## config.mk

```make
export PLATFORM = sky130hd
export DESIGN_NAME = rgb_color_pixel_counter
export DESIGN_NICKNAME = d
export VERILOG_FILES = /design/src/sv/rcpc_pkg.sv /design/src/sv/rgb_color_pixel_counter.sv
export SDC_FILE = /design/constraint.sdc
export NUM_CORES = 1
export LEC_CHECK = 0
export ABC_AREA = 1
export BUFFER_PORTS_ARGS = -buffer_cell sky130_fd_sc_hd__buf_2
export CORE_UTILIZATION = 55
export DETAILED_ROUTE_END_ITERATION = 12
export PLACE_DENSITY_LB_ADDON = 0.12
export RECOVER_POWER = 100
export SKIP_LAST_GASP = 1
export SYNTH_ARGS = -nofsm -noshare
export SYNTH_HDL_FRONTEND = slang
export SYNTH_SLANG_ARGS = --single-unit
```

## constraint.sdc

```tcl
create_clock -name clk -period 4.4 [get_ports clk]
set_input_delay 0.66 -clock clk [delete_from_list [all_inputs] [get_ports clk]]
set_output_delay 0.66 -clock clk [all_outputs]
set_load 0.02 [all_outputs]
```

## src/sv/rcpc_pkg.sv

```systemverilog
// Shared types, register indexes, color codes and reset values of the pixel counter.
`default_nettype none

package rcpc_pkg;

  localparam int LEVEL_W = 8;
  localparam int TOTAL_W = 16;
  localparam int CFG_W   = 16;
  localparam int IDX_W   = 3;

  typedef logic [LEVEL_W-1:0] level_t;
  typedef logic [TOTAL_W-1:0] total_t;
  typedef logic [CFG_W-1:0]   cfg_data_t;
  typedef logic [IDX_W-1:0]   reg_idx_t;
  typedef logic [1:0]         color_t;

  // Register map.
  localparam reg_idx_t REG_GREEN_LEVEL_MIN = 3'd0;
  localparam reg_idx_t REG_RED_LEVEL_MIN   = 3'd1;
  localparam reg_idx_t REG_BLUE_LEVEL_MIN  = 3'd2;
  localparam reg_idx_t REG_GREEN_COUNT_MIN = 3'd3;
  localparam reg_idx_t REG_RED_COUNT_MIN   = 3'd4;
  localparam reg_idx_t REG_BLUE_COUNT_MIN  = 3'd5;

  // Class codes, in priority order.
  localparam color_t COLOR_NONE  = 2'd0;
  localparam color_t COLOR_GREEN = 2'd1;
  localparam color_t COLOR_RED   = 2'd2;
  localparam color_t COLOR_BLUE  = 2'd3;

  // Register reset values.
  localparam level_t GREEN_LEVEL_RST = 8'd90;
  localparam level_t RED_LEVEL_RST   = 8'd90;
  localparam level_t BLUE_LEVEL_RST  = 8'd150;
  localparam total_t GREEN_COUNT_RST = 16'd200;
  localparam total_t RED_COUNT_RST   = 16'd200;
  localparam total_t BLUE_COUNT_RST  = 16'd230;

  // Dominance test: dom above level and each other channel below 0.6 * dom,
  // done exactly as 5*other < 3*dom on 11-bit products.
  function automatic logic is_dominant(level_t dom, level_t o1, level_t o2, level_t lvl);
    logic [10:0] dom3;
    logic [10:0] o1_5;
    logic [10:0] o2_5;
    dom3 = 11'(dom) + 11'({dom, 1'b0});
    o1_5 = 11'(o1) + 11'({o1, 2'b00});
    o2_5 = 11'(o2) + 11'({o2, 2'b00});
    return (dom > lvl) && (o1_5 < dom3) && (o2_5 < dom3);
  endfunction

endpackage

`default_nettype wire

```

## src/sv/rgb_color_pixel_counter.sv

```systemverilog
// Top level: RGB pixel classifier with per-frame saturating color counters.
//
//   channel | direction | handshake            | payload
//   --------+-----------+----------------------+-------------------------------------------
//   in_     | in        | in_valid / in_stall  | red/green/blue level, frame_end
//   out_    | out       | out_valid / out_stall| detected_color, green/red/blue totals
//   cfg_    | in        | cfg_we               | cfg_index, cfg_data (six registers)
//
// One pixel is taken every cycle while in_stall is low. A pixel lands in the input
// register and is classified and counted as it leaves it; a frame_end pixel loads
// the result register as it leaves, and it stays held while out_stall keeps a result.
// rst_n is synchronous and clears the counters, valids and config registers to defaults.
// in_stall rises only while a frame_end pixel sits in the input register and the
// result register still holds an untaken result that out_stall keeps.
`default_nettype none

module rgb_color_pixel_counter #(
  parameter int COUNT_BITS = 16
) (
  input  wire logic                clk,
  input  wire logic                rst_n,
  // configuration
  input  wire logic                cfg_we,
  input  wire rcpc_pkg::reg_idx_t  cfg_index,
  input  wire rcpc_pkg::cfg_data_t cfg_data,
  // pixel stream
  input  wire logic                in_valid,
  output logic                     in_stall,
  input  wire rcpc_pkg::level_t    in_red_level,
  input  wire rcpc_pkg::level_t    in_green_level,
  input  wire rcpc_pkg::level_t    in_blue_level,
  input  wire logic                in_frame_end,
  // frame result
  output logic                     out_valid,
  input  wire logic                out_stall,
  output rcpc_pkg::color_t         out_detected_color,
  output rcpc_pkg::total_t         out_green_total,
  output rcpc_pkg::total_t         out_red_total,
  output rcpc_pkg::total_t         out_blue_total
);
  import rcpc_pkg::*;

  // Compare width: wide enough for both the count and a 16-bit minimum.
  localparam int CMP_W = (COUNT_BITS > TOTAL_W) ? COUNT_BITS : TOTAL_W;
  localparam logic [COUNT_BITS-1:0] COUNT_MAX = {COUNT_BITS{1'b1}};

  typedef logic [COUNT_BITS-1:0] count_t;

  // Configuration registers.
  level_t green_level_min_r, red_level_min_r, blue_level_min_r;
  total_t green_count_min_r, red_count_min_r, blue_count_min_r;

  always_ff @(posedge clk) begin
    if (!rst_n) begin
      green_level_min_r <= GREEN_LEVEL_RST;
      red_level_min_r   <= RED_LEVEL_RST;
      blue_level_min_r  <= BLUE_LEVEL_RST;
      green_count_min_r <= GREEN_COUNT_RST;
      red_count_min_r   <= RED_COUNT_RST;
      blue_count_min_r  <= BLUE_COUNT_RST;
    end else if (cfg_we) begin
      case (cfg_index)
        REG_GREEN_LEVEL_MIN: green_level_min_r <= cfg_data[LEVEL_W-1:0];
        REG_RED_LEVEL_MIN:   red_level_min_r   <= cfg_data[LEVEL_W-1:0];
        REG_BLUE_LEVEL_MIN:  blue_level_min_r  <= cfg_data[LEVEL_W-1:0];
        REG_GREEN_COUNT_MIN: green_count_min_r <= cfg_data;
        REG_RED_COUNT_MIN:   red_count_min_r   <= cfg_data;
        REG_BLUE_COUNT_MIN:  blue_count_min_r  <= cfg_data;
        default: ;  // drop writes to unmapped indexes
      endcase
    end
  end

  // Input register.
  logic   s1_valid_r;
  logic   s1_frame_end_r;
  level_t s1_red_r, s1_green_r, s1_blue_r;

  logic out_free;   // result register can take a new result this cycle
  logic s1_adv;     // input register item moves on at this edge
  logic in_xfer;

  assign out_free = !out_valid || !out_stall;
  assign s1_adv   = s1_valid_r && (!s1_frame_end_r || out_free);
  assign in_stall = s1_valid_r && !s1_adv;
  assign in_xfer  = in_valid && !in_stall;

  always_ff @(posedge clk) begin
    if (!rst_n) begin
      s1_valid_r <= 1'b0;
    end else if (in_xfer) begin
      s1_valid_r <= 1'b1;
    end else if (s1_adv) begin
      s1_valid_r <= 1'b0;
    end
  end

  always_ff @(posedge clk) begin
    if (in_xfer) begin
      s1_red_r       <= in_red_level;
      s1_green_r     <= in_green_level;
      s1_blue_r      <= in_blue_level;
      s1_frame_end_r <= in_frame_end;
    end
  end

  // Classify the held pixel and bump the matching counters.
  logic   hit_green, hit_red, hit_blue;
  count_t green_tally_r, red_tally_r, blue_tally_r;
  count_t green_cnt, red_cnt, blue_cnt;   // counts including the held pixel

  assign hit_green = is_dominant(s1_green_r, s1_red_r,   s1_blue_r,  green_level_min_r);
  assign hit_red   = is_dominant(s1_red_r,   s1_green_r, s1_blue_r,  red_level_min_r);
  assign hit_blue  = is_dominant(s1_blue_r,  s1_red_r,   s1_green_r, blue_level_min_r);

  assign green_cnt = (hit_green && green_tally_r != COUNT_MAX) ? green_tally_r + 1'b1
                                                               : green_tally_r;
  assign red_cnt   = (hit_red && red_tally_r != COUNT_MAX) ? red_tally_r + 1'b1
                                                           : red_tally_r;
  assign blue_cnt  = (hit_blue && blue_tally_r != COUNT_MAX) ? blue_tally_r + 1'b1
                                                             : blue_tally_r;

  // Counters: count matching pixels, saturating; clear after the frame's last pixel.
  always_ff @(posedge clk) begin
    if (!rst_n) begin
      green_tally_r <= '0;
      red_tally_r   <= '0;
      blue_tally_r  <= '0;
    end else if (s1_adv) begin
      if (s1_frame_end_r) begin
        green_tally_r <= '0;
        red_tally_r   <= '0;
        blue_tally_r  <= '0;
      end else begin
        green_tally_r <= green_cnt;
        red_tally_r   <= red_cnt;
        blue_tally_r  <= blue_cnt;
      end
    end
  end

  // Pick the class: green wins over red, red over blue.
  color_t color_nxt;

  always_comb begin
    if (CMP_W'(green_cnt) > CMP_W'(green_count_min_r)) begin
      color_nxt = COLOR_GREEN;
    end else if (CMP_W'(red_cnt) > CMP_W'(red_count_min_r)) begin
      color_nxt = COLOR_RED;
    end else if (CMP_W'(blue_cnt) > CMP_W'(blue_count_min_r)) begin
      color_nxt = COLOR_BLUE;
    end else begin
      color_nxt = COLOR_NONE;
    end
  end

  // Result register.
  logic load_out;
  assign load_out = s1_adv && s1_frame_end_r;

  always_ff @(posedge clk) begin
    if (!rst_n) begin
      out_valid <= 1'b0;
    end else if (load_out) begin
      out_valid <= 1'b1;
    end else if (!out_stall) begin
      out_valid <= 1'b0;
    end
  end

  // Totals carry the low bits of the count, zero-extended for narrow counters.
  always_ff @(posedge clk) begin
    if (load_out) begin
      out_detected_color <= color_nxt;
      out_green_total    <= TOTAL_W'(green_cnt);
      out_red_total      <= TOTAL_W'(red_cnt);
      out_blue_total     <= TOTAL_W'(blue_cnt);
    end
  end

endmodule

`default_nettype wire

```

Word level (Yosys, flattened, before mapping)
Cells that the tools add are included.
Word-level totals
  output and inout bits: 52
  bits in registers: 197
  latch bits: 0
  memory bits (writable): 0
  word-level logic and storage cells: 89
  memories kept: 0
  bits in read-only memories: 0
Cells by class
  multipliers: 0
  eq/ne operators: 9
  divide/modulo/power cells: 0
  multiplexer cells: 12
  reduce and logical (&&, ||, !) cells: 28
  shifts and indexed selects: 0
  $add $sub $neg: 9
  bitwise gates (word level): 0
  magnitude comparators: 12
Operators by type and width (number)
  16-bit two-way mux: 6
  11-bit by 10-bit < comparator with 1-bit output: 6
  16-bit by 1-bit adder with 16-bit output (second input constant): 3
  16-bit greater-than comparator: 3
  16-bit != test (second input constant): 3
  8-bit by 10-bit adder with 11-bit output: 3
  8-bit by 9-bit adder with 10-bit output: 3
  8-bit greater-than comparator: 3
  1-bit logical AND: 13
  2-bit AND reduction: 6
  3-bit by 2-bit == test with 1-bit output (second input constant): 2
  3-bit == test (second input constant): 2
  1-bit zero test: 5
  1-bit two-way mux: 4
  2-bit two-way mux: 2
  3-bit by 1-bit == test with 1-bit output (second input constant): 1
  3-bit zero test: 1
  1-bit logical OR: 2
  2-bit by 1-bit != test with 1-bit output (second input constant): 1
  2-bit nonzero test: 1

Longest topological paths before layout
  word-level depth: 9
  mapped depth: 31
  depth with buffers taken out: 31

Least setup slack after synthesis
No wires, ideal clock.
  kind: reg-to-reg
  from: register s1_green_r[2]
  to: register out_detected_color[1] (data pin)
  setup slack: -29 ps
  stages on the path, launching flop included: 27
  clock period less this slack: 4429 ps
  setup time: 269 ps
  path buffers: 1
  data required time: 4131 ps
  arrival: 4161 ps
  cells stage by stage: edfxtp_1 ha_1 a21oi_1 nand2_1 a21oi_1 nor2_1 nor2_1 xor2_1 ha_1 a21oi_1 o21ai_0 o211ai_1 nand2_1 a21oi_1 nand2_2 inv_1 buf_2 nand2_1 and2_1 ha_1 nand3_1 o211ai_1 a21oi_1 o211ai_1 nand2_1 o211ai_1 a22oi_1
On the way
  elaborated cells on any way between the ends: 23
  those cells by class: add/sub: 2; order compare: 8; mux: 5; reduce/logical: 8
RTL lines
  from (decl): RTL line rgb_color_pixel_counter.sv:77  | level_t s1_red_r, s1_green_r, s1_blue_r;
  from (signal assigned): RTL line rgb_color_pixel_counter.sv:101  | s1_green_r <= in_green_level;
  8-bit by 9-bit adder with 10-bit output: RTL line rcpc_pkg.sv:45  | dom3 = 11'(dom) + 11'({dom, 1'b0});
  11-bit by 10-bit < comparator with 1-bit output: RTL line rcpc_pkg.sv:48  | return (dom > lvl) && (o1_5 < dom3) && (o2_5 < dom3);
  1-bit logical AND: RTL line rcpc_pkg.sv:48
  1-bit logical AND *: RTL line rcpc_pkg.sv:48
  1-bit logical AND *: RTL line rgb_color_pixel_counter.sv:116  | assign green_cnt = (hit_green && green_tally_r != COUNT_MAX) ? green_tally_r + 1'b1
  16-bit two-way mux *: RTL line rgb_color_pixel_counter.sv:116
  via green_cnt[3]: RTL line rgb_color_pixel_counter.sv:110  | count_t green_cnt, red_cnt, blue_cnt;
  16-bit greater-than comparator *: RTL line rgb_color_pixel_counter.sv:146  | if (CMP_W'(green_cnt) > CMP_W'(green_count_min_r)) begin
  to (signal assigned): RTL line rgb_color_pixel_counter.sv:174  | out_detected_color <= color_nxt;
  to (decl): RTL line rgb_color_pixel_counter.sv:36  | output rcpc_pkg::color_t out_detected_color,
The timed path passes the listed nets; every way through them passes the cells marked *.
A chain may end at the register's enable or synchronous reset.

Final worst setup path
Same ends and word-level chain as after synthesis.

==> flow_summary.json <==
{
  "maxCapViolCount": 3,
  "cts_root_buffer": "clkbuf_16",
  "rrSetupSlack_ns": -0.23,
  "synth_top_cell_area_share_pct": 18.41,
  "ys_ff_latch": 197,
  "utilization_pct": 68.50,
  "setup_viol_count_final": 2,
  "drtAntennaViolNets": 0,
  "power_density_mw_per_mm2": 345.7,
  "period_share_pct": 105.2,
  "rr_worst_depth": 28,
  "leakage_nw": 7.294,
  "htreeDepth": 4,
  "top_level_ports": 101,
  "wl_per_cell_um": 15.47,
  "cp.required_ns": 4.58,
  "status": "complete, but fails checks",
  "post-route-drc-count": 0,
  "fmax_mhz": 216.1,
  "syn_inst": 1676,
  "whs_path_depth": 1,
  "nets": 2155,
  "min_from": "in_green_level[5]",
  "grt_max_degree": 71,
  "multi_input_area_mm2": 0.007770,
  "dieHeight_um": 157.3,
  "wl_mm": 35.06,
  "period_needed_ns": 4.627,
  "antenna_cells": 0,
  "cts_tree": "yes",
  "clk-insertion-delay-late_ns": 0.45,
  "synth-seq-area-share_pct": 35.39,
  "cts_buffers": 17,
  "synth.largest_area_cell": "dfxtp_1",
  "hold_ws_ns": 0.3814,
  "synth-edff-count": 75,
  "peakVddDrop_uv": 249.4,
  "max-slew-margin-rel_pct": -58.65,
  "critPathArrivalTime_ns": 4.81,
  "layout_commonest_cell": "nand2_1",
  "final_cell_mix": "nand2_1 (334), inv_1 (221), buf_4 (174), ha_1 (156), a21oi_1 (154)",
  "dp_hpwl_mm": 26.71,
  "core_mm2": 0.02354,
  "async_flop_share_pct": 0,
  "clk_path_buf_depth": 2,
  "worst_path_max_delay_cell": "edfxtp_1",
  "grt_pass1_vias": 11370,
  "yosys_warnings": 0,
  "whs_endpoint": "s1_green_r[5]",
  "start_util_pct": 56.35,
  "syn_area_mm2": 0.01327,
  "rsz0062_at_grt": "true",
  "cts.clk_slew.worst_paths_ns": 0.08,
  "path_max_fanout": 8,
  "start_kind": "flop",
  "timing_hold_violations_final": 0,
  "rows": 56,
  "ys.flop_type": "dfxtp_1",
  "violations": "capacitance limit, slew limit, setup timing",
  "die_w_um": 157.3,
  "syn_nets": 1897,
  "die-area_mm2": 0.02475,
  "drt_iter0_markers": 710,
  "seq_area_mm2": 0.004695,
  "fin_worst_skew_ns": 0.01133,
  "path_class": "reg -> reg",
  "drive_above_1_share_pct": 17.62,
  "fin_ws_ns": -0.2271,
  "fillCellCount": 2020,
  "slowest_delay_ns": 0.45,
  "antenna_found_initial": 0,
  "cts_sinks": 197,
  "maxSlewViolCount": 148,
  "vias_per_cell": 5.403,
  "r2r_end": "out_detected_color[1]",
  "critPathMostFrequentCell": "nand2_1",
  "yosys-top-cells-area": "dfxtp_1 (18%), edfxtp_1 (17%), ha_1 (16%), nand2_1 (9.5%), inv_1 (6.3%)",
  "preCtsSetupSlack_ns": -0.2774,
  "reg2reg_from": "s1_green_r[2]",
  "syn_to_final_growth_pct": 21.56,
  "port_buffers": 100,
  "drtPass1Iterations": 8,
  "overflow": 0,
  "gp_congestion": 0.9263,
  "end_kind": "flop",
  "grt_pass1_wl_mm": 55.52,
  "worst_pin_slew_ns": 2.380,
  "grt_usage_pct": 28.59,
  "min_path_type": "in -> reg",
  "route.vias.total": 12240,
  "syn_area_per_cell_um2": 7.916,
  "synth_cell_types": 45
}
[final cells by class]
class                           instances  share of cell area, %
Sequential cell                       197                  29.11
Tap cell                              319                  2.475
Clock inverter                         14                 0.9388
Clock buffer                           18                  2.793
Timing Repair Buffer                  280                  11.22
Inverter                              227                  5.284
Multi-Input combinational cell       1211                  48.18
[report_power, final]
group          internal [mW]  switching, mW  total (mW)
Sequential              1.99         0.0410        2.03
Clock                  0.801          0.819        1.62
Combinational          0.845           1.08        1.92
[sequential cells by signal, summed over array words and instances (netlist names), 16 cells and up]
signal and cells:
blue_count_min_r 16, blue_tally_r 16, green_count_min_r 16, green_tally_r 16
out_blue_total 16, out_green_total 16, out_red_total 16, red_count_min_r 16
red_tally_r 16
[worst max path at each step]
stage | startpoint | endpoint | slack [ns] | cells past startpoint
floorplan | s1_green_r[2] | out_detected_color[1] | 0.03 | 26
global placement | s1_red_r[2] | out_detected_color[0] | -0.20 | 29
detailed placement | s1_red_r[2] | out_detected_color[0] | -0.28 | 29
CTS | s1_red_r[2] | out_detected_color[0] | -0.17 | 30
global route | s1_green_r[2] | out_detected_color[0] | -0.54 | 30
finish | s1_green_r[2] | out_detected_color[1] | -0.23 | 28
[stage by stage]
step / TNS, ns / cell area (µm²) / total power [mW] / instances
2_1_floorplan: 0 / 13270 / 3.169 / 1676
3_3_place_gp: -0.3422 / 15090 / 3.772 / 2204
3_5_place_dp: -0.4786 / 15090 / 3.823 / 2204
4_1_cts: -0.3230 / 15800 / 5.463 / 2245
5_1_grt: -1.079 / 16130 / 5.886 / 2266
6_report: -0.4303 / 16130 / 5.575 / 2266
[critical path: cells and delay by family, from the launching register on]
| kind | cells | cell delay [ns] |
|---|---|---|
| XOR/XNOR | 1 | 0.21 |
| adder cells (fa/ha/maj) | 3 | 0.75 |
| AO/OA/AOI/OAI | 10 | 1.57 |
| flip-flops | 1 | 0.45 |
| buffers and inverters | 3 | 0.48 |
| AND/OR/NAND/NOR | 11 | 0.90 |
[layer usage]
layer  routed length (µm)  track usage, %  vias to the layer above  part of all wire, %
met2                17030           49.73                      325                   49
met5                    0               0                        -                    0
met1                15450           35.88                     5673                   44
met4                 1034           9.986                        0                  2.9
met3                 1538           4.295                       67                  4.4
li1                     -               -                     6179                    -
[Yosys cell counts (all sizes together) (2+ instances only)]
library cell / count
nor2: 93
and2: 33
fa: 6
clkbuf: 28
a211oi: 5
ha: 166
o211ai: 28
a31oi: 4
clkinv: 2
xor2: 52
o21ai: 61
o221ai: 2
nor3: 29
a21oi: 171
nand3: 109
o21bai: 6
o21a: 3
inv: 225
a21o: 2
nand3b: 3
nand2: 355
dfxtp: 122
edfxtp: 75
xnor2: 11
buf: 12
nor4: 9
nand4: 58
[cells by family (layout without fill, tap and decap cells)]
logic type / count (synthesis) / in the layout / synth area share [%]
AOI/OAI and AO/OA: 286 / 286 / 11.97
xor gates and xnor gates: 63 / 63 / 4.159
adders and majority gates: 172 / 172 / 16.56
buffers and inverters: 268 / 539 / 8.168
DFF: 197 / 197 / 35.39
and+or+nand+nor: 690 / 690 / 23.76
[repair_timing]
item                       in CTS  in global routing
resized for setup               9                 40
setup endpoints to repair       2                  2
gates cloned                    0                  0
hold buffers                    0                  0
buffers inserted                9                 21
pin swaps                       6                 27
(Power assumes the default switching activity.)
